==> config.mk <==
export PLATFORM = sky130hd
export DESIGN_NAME = lst_entry_table
export DESIGN_NICKNAME = d
export VERILOG_FILES = /design/src/rtl/lst_pkg.sv /design/src/rtl/lst_entry_table.sv
export SDC_FILE = /design/constraint.sdc
export NUM_CORES = 2
export LEC_CHECK = 0
export BUFFER_PORTS_ARGS = -buffer_cell sky130_fd_sc_hd__buf_2
export CAP_MARGIN = 20
export CORE_UTILIZATION = 45
export DETAILED_ROUTE_END_ITERATION = 8
export PLACE_DENSITY_LB_ADDON = 0.15
export SETUP_SLACK_MARGIN = 0.3
export SYNTH_ARGS = -nofsm -noshare
export SYNTH_HDL_FRONTEND = slang
export SYNTH_SLANG_ARGS = --single-unit
==> constraint.sdc <==
create_clock -name clk_i -period 5.9 [get_ports clk_i]
set_input_delay 0.295 -clock clk_i [delete_from_list [all_inputs] [get_ports clk_i]]
set_output_delay 0.295 -clock clk_i [all_outputs]
set_load 0.05 [all_outputs]
==> src/rtl/lst_pkg.sv <==
// lst_pkg: shared constants, codes and control structs of the lifecycle state table
// no dependencies; imported by every module of the block
package lst_pkg;

  localparam int unsigned TABLE_ENTRIES = 64;
  localparam int unsigned KEY_BITS      = 32;
  localparam int unsigned IDX_W         = $clog2(TABLE_ENTRIES);
  localparam int unsigned CNT_W         = $clog2(TABLE_ENTRIES + 1);
  localparam int unsigned GRP_SIZE      = 8;
  localparam int unsigned SUB_W         = $clog2(GRP_SIZE);
  localparam int unsigned GRP_NUM       = (TABLE_ENTRIES + GRP_SIZE - 1) / GRP_SIZE;

  typedef enum logic [2:0] {
    REQ_QUERY    = 3'd0,
    REQ_CREATE   = 3'd1,
    REQ_ACTIVATE = 3'd2,
    REQ_RETIRE   = 3'd3,
    REQ_POP      = 3'd4,
    REQ_ERASE    = 3'd5
  } lst_req_e;

  typedef enum logic [2:0] {
    PH_ABSENT    = 3'd0,
    PH_CREATING  = 3'd1,
    PH_ACTIVE    = 3'd2,
    PH_WAITING   = 3'd3,
    PH_RELEASING = 3'd4
  } lst_phase_e;

  typedef enum logic [1:0] {
    ST_OK      = 2'd0,
    ST_ILLEGAL = 2'd1,
    ST_FULL    = 2'd2
  } lst_status_e;

  typedef struct packed {
    logic             hit;
    lst_phase_e       phase;
    logic [IDX_W-1:0] slot;
    logic             free_ok;
  } lst_tbl_stat_t;

  typedef struct packed {
    logic             create;
    logic             set_hit;
    lst_phase_e       new_phase;
    logic             clear_hit;
    logic             release_en;
    logic [IDX_W-1:0] release_slot;
  } lst_tbl_upd_t;

  typedef struct packed {
    logic [IDX_W-1:0]    slot;
    logic [KEY_BITS-1:0] key;
  } lst_q_item_t;

  typedef struct packed {
    logic        push;
    logic        pop;
    lst_q_item_t item;
  } lst_q_ctl_t;

  typedef struct packed {
    logic        empty;
    logic        full;
    lst_q_item_t head;
  } lst_q_stat_t;

endpackage

==> src/rtl/lst_entry_table.sv <==
// lst_entry_table: resident key store with parallel key match, phase per entry
// and lowest free slot search; depends on lst_pkg
module lst_entry_table
  import lst_pkg::*;
(
  input  logic                clk_i,
  input  logic                rst_ni,
  input  logic [KEY_BITS-1:0] key_i,
  input  lst_tbl_upd_t        upd_i,
  output lst_tbl_stat_t       stat_o
);

  logic [TABLE_ENTRIES-1:0] used_q;
  logic [KEY_BITS-1:0]      tag_q   [TABLE_ENTRIES];
  lst_phase_e               phase_q [TABLE_ENTRIES];

  logic [TABLE_ENTRIES-1:0] hit;
  logic [2:0]               phase_bits;
  logic [IDX_W-1:0]         hit_slot;
  logic [GRP_NUM-1:0]       grp_free;
  logic [SUB_W-1:0]         grp_idx [GRP_NUM];
  logic                     free_ok;
  logic [IDX_W-1:0]         free_idx;

  // match lines and one-hot read of the matching entry
  always_comb begin
    phase_bits = '0;
    hit_slot   = '0;
    for (int i = 0; i < TABLE_ENTRIES; i++) begin
      hit[i]     = used_q[i] && (tag_q[i] == key_i);
      phase_bits = phase_bits | ({3{hit[i]}} & phase_q[i]);
      hit_slot   = hit_slot | (hit[i] ? IDX_W'(i) : '0);
    end
  end

  // lowest free slot, searched in groups of eight
  always_comb begin
    for (int g = 0; g < GRP_NUM; g++) begin
      grp_free[g] = 1'b0;
      grp_idx[g]  = '0;
      for (int k = GRP_SIZE - 1; k >= 0; k--) begin
        if ((g * GRP_SIZE + k < TABLE_ENTRIES) && !used_q[g * GRP_SIZE + k]) begin
          grp_free[g] = 1'b1;
          grp_idx[g]  = SUB_W'(k);
        end
      end
    end
    free_ok  = 1'b0;
    free_idx = '0;
    for (int g = GRP_NUM - 1; g >= 0; g--) begin
      if (grp_free[g]) begin
        free_ok  = 1'b1;
        free_idx = IDX_W'(g * GRP_SIZE + int'(grp_idx[g]));
      end
    end
  end

  assign stat_o.hit     = |hit;
  assign stat_o.phase   = lst_phase_e'(phase_bits);
  assign stat_o.slot    = hit_slot;
  assign stat_o.free_ok = free_ok;

  always_ff @(posedge clk_i or negedge rst_ni) begin
    if (!rst_ni) begin
      used_q <= '0;
    end else begin
      for (int i = 0; i < TABLE_ENTRIES; i++) begin
        if (upd_i.create && (free_idx == IDX_W'(i))) begin
          used_q[i] <= 1'b1;
        end else if (upd_i.clear_hit && hit[i]) begin
          used_q[i] <= 1'b0;
        end
      end
    end
  end

  always_ff @(posedge clk_i) begin
    for (int i = 0; i < TABLE_ENTRIES; i++) begin
      if (upd_i.create && (free_idx == IDX_W'(i))) begin
        tag_q[i]   <= key_i;
        phase_q[i] <= PH_CREATING;
      end else if (upd_i.set_hit && hit[i]) begin
        phase_q[i] <= upd_i.new_phase;
      end else if (upd_i.release_en && (upd_i.release_slot == IDX_W'(i))) begin
        phase_q[i] <= PH_RELEASING;
      end
    end
  end

  a_unique_match: assert property (@(posedge clk_i) disable iff (!rst_ni)
    $onehot0(hit))
    else $error("more than one entry matches the key");

endmodule

### Word level (Yosys, flattened, before mapping)

Memory sizes are Yosys's and may differ from the RTL's.
Index checks and enable logic that the tools add are counted.

| cells by class | value |
|---|---|
| eq/ne operators | 190 |
| bitwise logic cells | 317 |
| reductions and logical operators | 450 |
| muxes and demuxes | 1228 |
| $add $sub $neg | 7 |

Operator list:

| cell | count |
|---|---|
| 32-bit equality test | 64 |
| 32-bit two-way mux | 63 |
| 32-bit OR reduction | 63 |
| 1-bit two-way mux | 840 |
| 6-bit two-way mux | 103 |
| 3-bit two-way mux | 196 |
| 6-bit equality test, second input constant | 64 |
| 1-bit logical AND | 320 |
| 3-bit bitwise OR | 66 |
| 3-bit AND | 64 |
| 6-bit by 5-bit equality test with 1-bit output, second input constant | 32 |
| 6-bit bitwise OR | 31 |
| 1-bit bitwise OR | 128 |
| 2-bit nonzero test | 64 |
| 6-bit by 4-bit equality test with 1-bit output, second input constant | 16 |
| 5-bit two-way mux | 16 |
| 5-bit bitwise OR | 15 |
| 64-bit OR reduction | 1 |
| 6-bit by 3-bit equality test with 1-bit output, second input constant | 8 |
| 4-bit two-way mux | 8 |
| 4-bit bitwise OR | 7 |
| 6-bit by 3-bit adder with 6-bit output, first input constant | 4 |
| 6-bit by 2-bit equality test with 1-bit output, second input constant | 4 |
| 5-bit by 3-bit adder with 6-bit output, first input constant | 2 |
| 10 further kinds | 13 |

| word-level totals | value |
|---|---|
| output and inout port bits | 11 |
| register bits | 64 |
| logic and storage cells | 2258 |
| bits in writable memories | 2240 |
| bits of input ports | 47 |
| memories | 2 |

Memories:

| memory | depth | bits a word | read ports | clocked after Yosys merged registers in | write ports | line | source |
|---|---|---|---|---|---|---|---|
| tag_q | 64 | 32 | 64 | 0 | 1 | lst_entry_table.sv:14 | `logic [KEY_BITS-1:0] tag_q [TABLE_ENTRIES];` |
| phase_q | 64 | 3 | 64 | 0 | 64 | lst_entry_table.sv:15 | `lst_phase_e phase_q [TABLE_ENTRIES];` |

### Longest topological paths before layout

| depth | value |
|---|---|
| depth in word-level cells | 85 |
| depth in mapped cells | 11 |
| mapped depth without buffers | 9 |

### Worst setup path before layout

No wires, ideal clock.

| path | value |
|---|---|
| path kind | reg2reg |
| from | register used_q[59] |
| to | memory phase_q[1][30] (netlist name) (enable) |
| data arrival time | 4.571 ns |
| required time | 5.593 ns |
| stages on the path, launching flop included | 9 |
| period minus slack after synthesis | 4.878 ns |
| setup time | 0.307 ns |
| setup slack | 1.022 ns |
| buffers on the path | 1 |
| path through | dfrtp_1 nand4_1 o311ai_2 a211oi_1 o41ai_4 a21oi_2 buf_2 nor3_1 or3_1 |

RTL lines:

| item | line | source |
|---|---|---|
| start: declaration | lst_entry_table.sv:13 | `logic [TABLE_ENTRIES-1:0] used_q;` |
| start signal: assignment | lst_entry_table.sv:65 | `used_q <= '0;` |
| start signal: indexed assignment | lst_entry_table.sv:69 | `used_q[i] <= 1'b1;` |
| start signal: indexed assignment | lst_entry_table.sv:71 | `used_q[i] <= 1'b0;` |
| end: declaration | lst_entry_table.sv:15 |  |

==> impl_results.md <==
* Critical path startpoint category: input port
* Pin count of the biggest net entering global routing at 49
* CTS max path bufs at 3
* Total track usage at 0.283
* Die Ht at 472 um
* Reg2reg end: phase_q[1][16]$_SDFFCE_PP0P_
* WP data required at 5.61 ns
* Routed wl met2 at 145000 um
* Post-Syn Area per Cell at 15.1 um^2
* CTS Root Cell: clkbuf_16
* Die area at 223000 um^2
* CTS tree: yes
* Number of remaining DRC errors at 0
* Global route total overflow at 0
* FILL cells at 18200
* Top_reg_cell synth: edfxtp_1
* Share of cells above drive strength 1 at 0.125
* Die width at 472 um
* Iteration-0 DRC Markers at 5927
* Vias per cell at 5.72
* Yosys top cell by area: edfxtp_1
* Max-slew violations at 0
* RSZ-0062 raised after global routing: no
* Area grow syn2layout at 14.7%
* CORE AREA at 220000 um^2
* Synth top area cells: edfxtp_1 (68%), xor2_1 (17%), nor4_1 (2.9%)
* Mapped Area at 99400 um^2
* Final Power at 38.2 mW
* Row cnt at 172
* Worst-Margin Slew at 1.31 ns
* Synth warnings at 0
* Max Fclk at 195 MHz
* Hold Path Cell Cnt at 1
* Status: finished, final reports clean
* IO Pins at 58
* Clock Latency Late Sink at 0.90 ns
* Post-synth EDFFs at 2240
* Static leakage at 39.7 nW
* Most common cell after layout, fill and taps aside: edfxtp_1
* Port Buffers at 57
* CP Max Fanout at 37
* Multi-input gate area at 29200 um^2
* Setup violations, final at 0
* Post-detail-place hpwl at 206000 um
* Resize count post-CTS at 0
* H-tree Lvls at 4
* Most frequent cells in the layout: edfxtp_1 (2240), xor2_1 (1940), nor4_1 (453)
* Clock Pin Slew Worst Setup and Hold Paths at 0.06 ns
* FF/Latch Area at 68900 um^2
* Crit path DAT at 4.82 ns
* Slew margin rel. at 0.123
* Synth unique cells at 73
* Met3 WL post-DR at 18700 um
* Crit path time final at 5.12 ns
* Crit path from: key_i[18]
* Synthesized instance count at 6572
* Worst min-delay path class: in2reg
* First-pass GRT wire length at 445000 um
* Nets at 7058
* Post-Syn Nets at 6619
* Placer Congestion at 1.03
* Path depth of the worst reg2reg path at 10
* Max rail drop VDD at 0.311 mV
* Sequential area share after synthesis at 0.693
* TritonRoute pass-1 iters at 5
* Min-Delay Endpoint: tag_q[0][661]$_DFFE_PP_
* Synth top area share at 0.676
* Number of global-route vias before repair at 56600
* Top sig layer: met5
* CP endpoint kind: output port
* Setup Total Neg Slack at 0 ns
* Crit path kind: in2out
* WL per Instance at 31.2 um
* Final ANT Viol Nets at 0
* DR vias at 58200
* Hold Crit Start: key_i[21]
* M1 WL at 143000 um
* # clock sinks at 2304
* Asr flop ratio synth at 0.0278
* RR Startpoint: used_q[3]$_DFFE_PN0P_
* Pwr dens at 335 nW/um^2
* Initial Utilization at 0.453
* Max_cap viols at 0
* CTS Buf Count at 234
* Initial antenna violation count at 14
* Crit share post-route at 0.868
* WL final at 317000 um
* Register-to-register setup slack at 1.19 ns
* Setup Skew at 0.0775 ns
* Final hold vios at 0
* Yosys reg bits at 2304
## logic make-up after synthesis
family	after synthesis	synth area share
AOI/OAI and AO/OA	436	0.0321
xor gates and xnor gates	2043	0.180
and+or+nand+nor	1436	0.0784
buffers and inverters	353	0.0171
DFF	2304	0.693
## metal layers
layer	track usage	up-vias
met1	0.408	30400
met3	0.0396	500
met4	0.0956	6
li1	-	25200
met2	0.440	2159
met5	0	-
## synthesized netlist by cell type, types with 4 or more instances
cell type  number
buf_2         208
a2bb2oi_1       8
edfxtp_1     2240
a21boi_1        6
o31a_1          4
a211o_1        18
o22ai_1        13
a22o_1         55
buf_1           6
nor4_1        458
inv_2           4
o31ai_1         7
a31oi_1        22
o21ai_0        40
dfrtp_1        64
buf_4          28
nor3_1        168
and2_1         50
a21boi_0        8
xor2_1       1940
and3_1         44
a21o_1         67
inv_1          47
and4_1          4
or3_1          24
nand2_1       260
nand3_1       157
a211oi_1       12
xnor2_1       103
nor2b_1         8
nand4_1       111
or4_1          20
nand2b_1       18
or2_2           7
a21oi_1        75
o22a_1          7
o211ai_1       11
a22oi_1         8
clkbuf_1       58
nor2_1         90
a221oi_1       48
## worst max-delay path: stages
cell and delay, ns:
dlygate4sd3_1 0.54, clkbuf_8 0.42, buf_4 0.36, xor2_1 0.42
nor4_1 0.15, nand4_1 0.25, nor3_1 0.14, buf_4 0.21
a221oi_1 0.74, nand4_1 0.29, or4_1 0.60, buf_2 0.27
## worst max path at each step
stage	endpoint	slack, ns	cells after the start
finish	stat_o[8]	0.78	12
global route	stat_o[8]	0.84	12
CTS	stat_o[8]	0.85	12
detailed placement	tag_q[1][928]$_DFFE_PP_	1.28	9
global placement	tag_q[1][935]$_DFFE_PP_	1.14	9
floorplan	phase_q[1][30]$_SDFFCE_PP0P_	1.02	8
## repair_timing
item | CTS | global route
buffers inserted | 0 | 0
hold buffers | 25 | 0
endpoints found under the hold margin | 170 | 0
## area by class of cell
type / count / area share
clock inverter: 134 / 0.0113
inverter: 52 / 0.00172
sequential: 2304 / 0.604
timing repair buffer: 504 / 0.0409
multi-input combinational: 3915 / 0.256
tap: 2958 / 0.0324
antenna: 4 / 0.0000877
clock buffer: 302 / 0.0542
## per-stage QoR
step	utilization	hold slack (ns)	setup slack, ns	cells	instance area (um^2)
6_report	0.519	0.0236	0.781	10200	114000
3_3_place_gp	0.484	0.322	1.14	9702	106000
4_1_cts	0.519	0.0125	0.846	10200	114000
3_5_place_dp	0.484	0.296	1.28	9707	106000
5_1_grt	0.519	0.0273	0.841	10200	114000
2_1_floorplan	-	-0.000591	1.02	6572	99400
## report_power, final
part	switching (mW)	internal, mW	leakage (nW)	total (mW)
sequential	0.370	18.8	20.9	19.2
clock	6.50	8.08	3.62	14.6
combinational	3.35	1.13	15.2	4.47
total	10.2	28.0	39.7	38.2
## flip-flops by register name, indices dropped and copies added (netlist names)
name and flops:
used_q 64, phase_q 192, tag_q 2048
No activity file was read; power rests on OpenSTA's default activity.
